--- config.mk ---
export PLATFORM = sky130hd
export DESIGN_NAME = pht_ctrl
export DESIGN_NICKNAME = d
export VERILOG_FILES = /design/src/rtl/pht_pkg.sv /design/src/rtl/pht_ctrl.sv
export SDC_FILE = /design/constraint.sdc
export NUM_CORES = 1
export LEC_CHECK = 0
export BUFFER_PORTS_ARGS = -buffer_cell sky130_fd_sc_hd__buf_2
export CORE_AREA = 2 2 43 45
export CTS_CLUSTER_DIAMETER = 60
export DETAILED_ROUTE_END_ITERATION = 6
export DIE_AREA = 0 0 45 47
export PLACE_DENSITY_LB_ADDON = 0.2
export SYNTH_ARGS = -nofsm -noshare
export SYNTH_HDL_FRONTEND = slang
export SYNTH_SLANG_ARGS = --single-unit
--- constraint.sdc ---
create_clock -name i_clk -period 3.8 [get_ports i_clk]
set_input_delay 0.38 -clock i_clk [delete_from_list [all_inputs] [get_ports i_clk]]
set_output_delay 0.38 -clock i_clk [all_outputs]
set_load 0.1 [all_outputs]
--- src/rtl/pht_pkg.sv ---
// Package for the property hash table: types, codes and default sizes.
`timescale 1ns / 1ps
package pht_pkg;

    localparam int PHT_TABLE_SLOTS  = 256;
    localparam int PHT_PROBE_WINDOW = 3;
    // The bucket count stands this many slots below the slot count.
    localparam int PHT_HOME_GAP     = 3;

    typedef enum logic [2:0] {
        ST_HIT      = 3'd0,
        ST_INSERTED = 3'd1,
        ST_MISS     = 3'd2,
        ST_FULL     = 3'd3,
        ST_INVALID  = 3'd4
    } t_status;

    typedef enum logic [0:0] {
        CMD_LOOKUP = 1'b0,
        CMD_SET    = 1'b1
    } t_command;

    typedef struct packed {
        t_command    command;
        logic [15:0] key;
        logic [15:0] entry_type;
        logic [63:0] entry_value;
    } t_in_req;

    typedef struct packed {
        t_status     status;
        logic [15:0] found_type;
        logic [63:0] found_value;
    } t_out_res;

    typedef struct packed {
        logic [15:0] key;
        logic [15:0] entry_type;
        logic [63:0] entry_value;
    } t_slot;

    localparam int PHT_SLOT_W = $bits(t_slot);

    typedef struct packed {
        logic    in_ready;
        logic    load;
        logic    mul_en;
        logic    qb_en;
        logic    red_en;
        logic    rd_en;
        logic    step_inc;
        logic    wr_en;
        logic    clr_wr;
        logic    res_set;
        logic    res_take;
        t_status res_code;
        logic    out_load;
    } t_ctrl_cmd;

    typedef struct packed {
        logic key_zero;
        logic is_set;
        logic key_match;
        logic slot_empty;
        logic last_step;
        logic clear_done;
        logic out_free;
    } t_dp_stat;

endpackage

--- src/rtl/pht_ctrl.sv ---
// Controller state machine of the property hash table.
`timescale 1ns / 1ps
module pht_ctrl (
    input  logic               i_clk,
    input  logic               i_rst_n,
    input  logic               i_in_valid,
    input  pht_pkg::t_dp_stat  i_stat,
    output pht_pkg::t_ctrl_cmd o_cmd
);
    import pht_pkg::*;

    typedef enum logic [7:0] {
        S_CLEAR = 8'b0000_0001,
        S_IDLE  = 8'b0000_0010,
        S_MUL   = 8'b0000_0100,
        S_QB    = 8'b0000_1000,
        S_RED   = 8'b0001_0000,
        S_RD    = 8'b0010_0000,
        S_CMP   = 8'b0100_0000,
        S_RESP  = 8'b1000_0000
    } t_state;

    t_state    r_state;
    t_state    n_state;
    t_ctrl_cmd w_cmd;

    always_comb begin
        n_state = r_state;
        w_cmd   = '0;
        w_cmd.res_code = ST_MISS;
        unique case (r_state)
            S_CLEAR: begin
                w_cmd.clr_wr = 1'b1;
                if (i_stat.clear_done) begin
                    n_state = S_IDLE;
                end
            end
            S_IDLE: begin
                w_cmd.in_ready = 1'b1;
                if (i_in_valid) begin
                    w_cmd.load = 1'b1;
                    n_state    = S_MUL;
                end
            end
            S_MUL: begin
                if (i_stat.key_zero) begin
                    w_cmd.res_set  = 1'b1;
                    w_cmd.res_code = ST_INVALID;
                    n_state        = S_RESP;
                end else begin
                    w_cmd.mul_en = 1'b1;
                    n_state      = S_QB;
                end
            end
            S_QB: begin
                w_cmd.qb_en = 1'b1;
                n_state     = S_RED;
            end
            S_RED: begin
                w_cmd.red_en = 1'b1;
                n_state      = S_RD;
            end
            S_RD: begin
                w_cmd.rd_en = 1'b1;
                n_state     = S_CMP;
            end
            S_CMP: begin
                if (i_stat.key_match) begin
                    w_cmd.res_set  = 1'b1;
                    w_cmd.res_code = ST_HIT;
                    w_cmd.res_take = !i_stat.is_set;
                    w_cmd.wr_en    = i_stat.is_set;
                    n_state        = S_RESP;
                end else if (i_stat.is_set && i_stat.slot_empty) begin
                    w_cmd.res_set  = 1'b1;
                    w_cmd.res_code = ST_INSERTED;
                    w_cmd.wr_en    = 1'b1;
                    n_state        = S_RESP;
                end else if (i_stat.last_step) begin
                    w_cmd.res_set  = 1'b1;
                    w_cmd.res_code = i_stat.is_set ? ST_FULL : ST_MISS;
                    n_state        = S_RESP;
                end else begin
                    w_cmd.step_inc = 1'b1;
                    n_state        = S_RD;
                end
            end
            S_RESP: begin
                if (i_stat.out_free) begin
                    w_cmd.out_load = 1'b1;
                    n_state        = S_IDLE;
                end
            end
            default: begin
                n_state = S_CLEAR;
            end
        endcase
    end

    always_ff @(posedge i_clk) begin
        if (!i_rst_n) begin
            r_state <= S_CLEAR;
        end else begin
            r_state <= n_state;
        end
    end

    assign o_cmd = w_cmd;

    // A slot is only written straight after its read has come back.
    a_wr_after_rd: assert property (@(posedge i_clk) disable iff (!i_rst_n)
        w_cmd.wr_en |-> $past(r_state == S_RD))
        else $error("slot write without a preceding read");

    a_wr_cause: assert property (@(posedge i_clk) disable iff (!i_rst_n)
        w_cmd.wr_en |-> i_stat.is_set && (i_stat.key_match || i_stat.slot_empty))
        else $error("slot write on a lookup or an occupied foreign slot");

    a_out_free: assert property (@(posedge i_clk) disable iff (!i_rst_n)
        w_cmd.out_load |-> i_stat.out_free)
        else $error("result register overwritten while still waiting");

    a_load_next: assert property (@(posedge i_clk) disable iff (!i_rst_n)
        w_cmd.load |=> (r_state == S_MUL))
        else $error("accepted request did not start hashing");

endmodule

==> results by group, run 1 <==
Placement
  – Input/output buffers: 24
  – Placed Cells: just over 100
  – GP Congestion: ~0.82
  – Cell Area, Placed: 666 um2
  – Post-detail-place hpwl: about 1000 um

Setup path
  – Critical path's slowest cell: buf_2
  – R2R cell count: 4
  – Worst Path Buf+Inv: 1
  – RR Endpoint: r_state[2]$_SDFFE_PN0P_
  – CP max stage delay: 0.46 ns
  – Worst r2r src: r_state[5]$_SDFFE_PN0P_
  – Worst Path Arrival: about 2 ns
  – Reg2Reg Setup Slack: 2.34 ns
  – Setup CP Type: flop to output port
  – Crit path cell chain: nor4_4 -> nand4b_4 -> nor4b_2 -> buf_2
  – CP endpoint kind: output port
  – Critical path startpoint category: flop
  – Worst-path fanout max: 7
  – Crit-path leading delay family: simple AND/OR/NAND/NOR gates
  – CP required: around 3.4 ns

STA
  – Least-Margin Pin Slew: slightly below 0.5 ns
  – Slew HR: 0.677
  – # setup viols final: 0
  – Max Slew Vio Count: 0
  – Unrepaired setup endpoints after global routing: no
  – Fin crit share: 0.618
  – Worst Clk Skew: between 0.004 and 0.005 ns
  – Final TNS setup: 0 ns
  – Min cycle time layout: 2.35 ns
  – Final hold violation count: 0
  – Hold slack: 0.375 ns
  – Fmax: 425 MHz

Route
  – Iter 0 DRT Violations: 14
  – Antenna-violating nets left: 0
  – Drt drc: 0
  – Via count: 533
  – Via-to-Cell Ratio: between 5 and 6
  – Average wire per standard cell: about 12 um
  – 1st-pass router iterations: 5
  – Final WL: roughly 1200 um

Synth
  – Post-Syn Instances: 63
  – Mapped Nets: 73
  – Post-synth EDFFs: 0
  – Post-Syn Area: between 500 and 600 um2
  – Most used DFF post-synth: dfxtp_1
  – Synth top area share: 0.298
  – Register bit count reported by yosys: 8
  – Avg Inst Size Synth: ~8.5 um2
  – Unique masters post-synth: 28
  – Async set or reset register ratio after synthesis: 0
  – Synth top cells by count: nor2_1 (10), dfxtp_1 (8), nand2_1 (5)
  – Yosys warnings: 0
  – Seq/Total Area, Yosys: 0.298
  – Synth area leaders: dfxtp_1 (30%), nor2_1 (7.0%), nor4b_1 (6.5%), nor3b_1 (5.6%), nand4b_4 (4.4%)
  – Synth area leader: dfxtp_1
  – Count leader, synth: nor2_1

CTS
  – Sink Count: 8
  – Clock Latency Late Sink: ~0.25 ns
  – CTS Buf Count: 3
  – Post-cts resize count: 0
  – Max Root-Sink Buffers: 2
  – H-Tree Level Count: 1
  – Post-CTS Setup Repair Bufs: 0
  – CTS clk-pin slew, worst paths: ~0.05 ns
  – CTS Hold Buffers Added: 0
  – CTS root buf: clkbuf_4
  – TritonCTS clock tree: built

Floorplanning
  – Die X-Extent: 45 um
  – # IOs: 25
  – Die Ht: 47 um
  – Starting density of the core: 0.325
  – Die area: 2120 um2
  – Core ar.: 1650 um2
  – FP Rows: 15

Cells and area
  – Final instance area: roughly 690 um2
  – Layout cell share with drive strength beyond 1: 0.375
  – Biggest regs: r_state (8)
  – P&R area growth vs syn: 28.2%
  – Filler cells: between 150 and 200
  – Nets: 100
  – Post-layout instance count excluding filler cells: approximately 110
  – Max FFs per register: 8
  – Top reg by flops: r_state
  – Ant diodes: 0

Power
  – Pwr Density: between 300 and 400 nW/um2
  – Pleak: roughly 0.32 nW
  – Worst ir drop on vdd: between 0.0002 and 0.00025 V

GRT
  – Total GRT Usage: 0.129
  – Number of global-route vias before repair: roughly 450
  – Pin count of the biggest net entering global routing: 8
  – Gr ovfl total: 0
  – Initial antenna violation count: 0
  – First-pass GRT wire length: about 1900 um

Run
  – Max_cap viols: 0

Outcome
  – Status: finished clean

Worst hold path
  – Hold Startpoint: i_rst_n
  – Hold Path Cell Cnt: 2
  – Hold Crit Class: input port to flop
  – Hold Crit Endpoint: r_state[5]$_SDFFE_PN0P_
[stage by stage]
step / setup WS (ns) / power [W] / utilization
floorplan: 0.220 / 0.000157 / -
global placement: 1.72 / 0.000175 / 0.403
detailed placement: 1.71 / 0.000174 / 0.403
CTS: 1.43 / 0.000238 / 0.417
global route: 1.32 / 0.000249 / 0.417
finish: 1.45 / 0.000236 / 0.417
[power breakdown]
part | total (W) | switching (W) | internal, W
Clock | 0.0000632 | 0.0000272 | 0.0000360
Sequential | 0.0000937 | 0.00000525 | 0.0000885
Combinational | 0.0000793 | 0.0000600 | 0.0000193
[layout make-up]
class | count | area [um2] | share of cell area
multi-input combinational | 49 | 349 | 0.507
inverter | 4 | 15.0 | 0.0218
timing repair buffer | 24 | 120 | 0.175
sequential | 8 | 160 | 0.233
tap | 17 | 21.3 | 0.0309
clock buffer | 3 | 22.5 | 0.0327
[cell usage in the layout (no fill, tap or decap), types with 2 or more instances in the layout]
cell,instances
buf_2,24
nor2_1,10
dfxtp_1,8
nand2_1,5
inv_1,4
nor4b_1,4
nor3b_1,4
and2_1,3
o21a_1,3
clkbuf_4,3
o211ai_1,2
nor4_1,2
[kinds of logic (layout without fill, tap and decap cells)]
group                  Yosys count  after routing  share of synthesized area
buffers and inverters            6             31                     0.0513
AND/OR/NAND/NOR                 37             37                      0.480
AO/OA/AOI/OAI                   11             11                      0.154
flip-flops                       8              8                      0.298
XOR/XNOR                         1              1                     0.0163
[worst max-delay path by stage]
stage                                  startpoint  endpoint  slack [ns]  cells after the start
final                     r_state[5]$_SDFFE_PN0P_  o_cmd[1]        1.45                      4
after global routing      r_state[5]$_SDFFE_PN0P_  o_cmd[1]        1.32                      4
after CTS                 r_state[5]$_SDFFE_PN0P_  o_cmd[1]        1.43                      4
after detailed placement  r_state[5]$_SDFFE_PN0P_  o_cmd[1]        1.71                      4
after global placement    r_state[5]$_SDFFE_PN0P_  o_cmd[1]        1.72                      4
after floorplan           r_state[5]$_SDFFE_PN0P_  o_cmd[4]        0.22                      3
[per-layer routing]
metal  track usage  wire [um]  vias up
met5             0          0        -
met4        0.0706          0        0
met3        0.0500         91        0
met2         0.206        589       20
met1         0.150        545      233
li1              -          -      280
No activity file was read; power rests on OpenSTA's default activity.
==> inputs of run 2 (changes only) <==
--- a/config.mk
+++ b/config.mk
@@ -5,11 +5,12 @@
 export SDC_FILE = /design/constraint.sdc
 export NUM_CORES = 1
 export LEC_CHECK = 0
+export ABC_AREA = 1
 export BUFFER_PORTS_ARGS = -buffer_cell sky130_fd_sc_hd__buf_2
-export CORE_AREA = 2 2 43 45
+export CORE_AREA = 2 2 46 48
 export CTS_CLUSTER_DIAMETER = 60
 export DETAILED_ROUTE_END_ITERATION = 6
-export DIE_AREA = 0 0 45 47
+export DIE_AREA = 0 0 48 50
 export PLACE_DENSITY_LB_ADDON = 0.2
 export SYNTH_ARGS = -nofsm -noshare
 export SYNTH_HDL_FRONTEND = slang
==> constraint.sdc (replaced) <==
create_clock -name i_clk -period 2.2 [get_ports i_clk]
set_input_delay 0.22 -clock i_clk [delete_from_list [all_inputs] [get_ports i_clk]]
set_output_delay 0.22 -clock i_clk [all_outputs]
set_load 0.1 [all_outputs]
==> run 2 against run 1 <==
Effect of this change: cell area grew 18%; combinational power rose to 2.5 times the previous value; final cell count is 49% higher; flip-flop and latch count did not move; critical path type unchanged; largest cell class unchanged; largest power group is now combinational cells.
==> results by group, run 2 <==
Placement
  – DP Worst Slack: approximately 0.62 ns
  – GP Congestion: between 0.8 and 0.9
  – Post-detail-place hpwl: 1190 um
  – Input/output buffers: 24

Setup path
  – CP max stage delay: roughly 0.45 ns
  – Critical path startpoint category: flop
  – Setup CP Type: flop to output port
  – Critical path's slowest cell: buf_2
  – CP required: between 1.5 and 2 ns
  – Worst Path Arrival: 1.65 ns
  – CP endpoint kind: output port
  – Crit path cell chain: inv_2 -> nand2_4 -> nor2_1 -> nand3_1 -> o211ai_1 -> buf_2
  – Worst-path fanout max: 3

Worst hold path
  – Hold Crit Class: input port to flop

Floorplanning
  – Die Ht: roughly 50 um
  – Die X-Extent: about 48 um
  – Die area: about 2400 um2
  – # IOs: 25
  – FP Rows: 16
  – Starting density of the core: 0.338
  – Core ar.: roughly 1900 um2

Route
  – 1st-pass router iterations: 4
  – Via count: between 600 and 700
  – Via-to-Cell Ratio: around 4.4
  – Drt drc: 0
  – Iter 0 DRT Violations: 10
  – Antenna-violating nets left: 0
  – Final WL: 1420 um
  – Average wire per standard cell: between 9 and 10 um

Synth
  – Avg Inst Size Synth: slightly above 6 um2
  – Synth top area share: 0.250
  – Seq/Total Area, Yosys: 0.250
  – Most used DFF post-synth: dfxtp_1
  – Mapped Nets: between 100 and 150
  – Yosys warnings: 0
  – Synth area leaders: dfxtp_1 (25%), nor2_1 (12%), nand2_1 (11%), inv_1 (9.4%), nand3_1 (8.6%)
  – Async set or reset register ratio after synthesis: 0
  – Post-Syn Instances: around 100
  – Unique masters post-synth: 18
  – Post-Syn Area: roughly 640 um2
  – Post-synth EDFFs: 0
  – Register bit count reported by yosys: 8
  – Synth area leader: dfxtp_1
  – Synth top cells by count: nor2_1 (20), nand2_1 (18), inv_1 (16), nand3_1 (11)
  – Count leader, synth: nor2_1

Cells and area
  – Max FFs per register: 8
  – Filler cells: between 200 and 250
  – P&R area growth vs syn: 26.3%
  – Layout cell share with drive strength beyond 1: 0.372
  – Ant diodes: 0
  – Commonest non-fill, non-tap cell in the layout: buf_2
  – Top reg by flops: r_state
  – Biggest regs: r_state (8)
  – Commonest non-fill, non-tap cells in the layout: buf_2 (24), nor2_1 (20), nand2_1 (18)
  – Nets: 141
  – Sequential Area: 160 um2
  – Area occupied by multi-input gates: between 300 and 400 um2

STA
  – Setup WS post-layout: roughly 0.33 ns
  – Max Slew Vio Count: 0
  – Unrepaired setup endpoints after global routing: no
  – Worst Clk Skew: 0.00177 ns
  – Fmax: 534 MHz
  – Hold slack: 0.185 ns
  – Least-Margin Pin Slew: approximately 0.5 ns
  – Final TNS setup: 0 ns
  – Fin crit share: 0.852
  – Min cycle time layout: approximately 1.9 ns
  – Final hold violation count: 0
  – # setup viols final: 0
  – Slew HR: 0.676

CTS
  – Post-CTS Setup Repair Bufs: 0
  – Max Root-Sink Buffers: 2
  – CTS root buf: clkbuf_4
  – CTS Buf Count: 3
  – Clock Latency Late Sink: roughly 0.27 ns
  – H-Tree Level Count: 1
  – CTS clk-pin slew, worst paths: 0.06 ns
  – Post-cts resize count: 0
  – TritonCTS clock tree: built
  – CTS Hold Buffers Added: 0
  – Sink Count: 8

Power
  – Comb pwr share: 0.415
  – Internal Power: 0.000268 W
  – Sequential share of power: 0.334
  – Pleak: ~0.52 nW
  – Pwr Density: around 600 nW/um2
  – Switching pwr: about 0.00022 W
  – Total power: between 0.0004 and 0.0005 W
  – Sw Share: 0.450
  – Clk pwr share: 0.251
  – Worst ir drop on vdd: approximately 0.00047 V

Run
  – Max_cap viols: 0

GRT
  – First-pass GRT wire length: between 2000 and 2500 um
  – Gr ovfl total: 0
  – Pin count of the biggest net entering global routing: 9
  – Initial antenna violation count: 0
  – Number of global-route vias before repair: 624
  – Total GRT Usage: 0.147

Outcome
  – Status: finished clean
run 2: cell types whose count changed after synthesis, sizes merged, moves of 4 or more:
cell	change
inv	+20
nor2	+14
nand2	+20
nor4b	-5
nor3b	-4
nand3	+10
run 2: final cells by class:
cell class	count	share of cell area
clock buffer	3	0.0278
inverter	24	0.111
multi-input combinational	70	0.474
sequential	8	0.198
tap	27	0.0417
timing repair buffer	24	0.148
run 2: final timing paths:
kind | startpoint | end | slack (ns) | cells past startpoint
setup / recovery | r_state[1]$_SDFFE_PN0P_ | o_cmd[2] | 0.33 | 6
hold / removal | i_rst_n | r_state[7]$_SDFFE_PN0P_ | 0.18 | 3
setup reg to reg | r_state[3]$_SDFFE_PN0P_ | r_state[0]$_SDFFE_PN1P_ | 1.09 | 8
hold reg to reg | r_state[4]$_SDFFE_PN0P_ | r_state[6]$_SDFFE_PN0P_ | 0.61 | 3
run 2: kinds of logic after synthesis:
group                  after synthesis  share of synthesized area
AND/OR/NAND/NOR                     65                      0.550
buffers and inverters               25                      0.152
flip-flops                           8                      0.250
AO/OA/AOI/OAI                        5                     0.0487
run 2: critical path: cells and delay by family, from the launching register on:
kind / cells / cell delay (ns)
buffers and inverters: 2 / 0.53
AO/OA/AOI/OAI: 1 / 0.12
flip-flops: 1 / 0.33
AND/OR/NAND/NOR: 3 / 0.41
run 2: stage by stage:
step	area, um2	instances	util
4_1_cts	811	156	0.426
6_report	811	156	0.426
2_1_floorplan	642	103	-
3_5_place_dp	788	153	0.414
3_3_place_gp	788	153	0.414
5_1_grt	811	156	0.426
run 2: metal layers:
metal / vias to the layer above / wire [um] / GRT usage
li1: 366 / - / -
met1: 287 / 670 / 0.195
met2: 25 / 633 / 0.211
met3: 5 / 76 / 0.0330
met4: 0 / 35 / 0.0811
met5: - / 0 / 0
run 2: power by group through the flow:
stage | clock [W] | sequential [W] | combinational (W)
after detailed placement | 0 | 0.000166 | 0.000203
after floorplan | 0 | 0.000164 | 0.000168
final | 0.000122 | 0.000162 | 0.000202
after global placement | 0 | 0.000166 | 0.000205
after CTS | 0.000122 | 0.000162 | 0.000203
after global routing | 0.000126 | 0.000163 | 0.000220
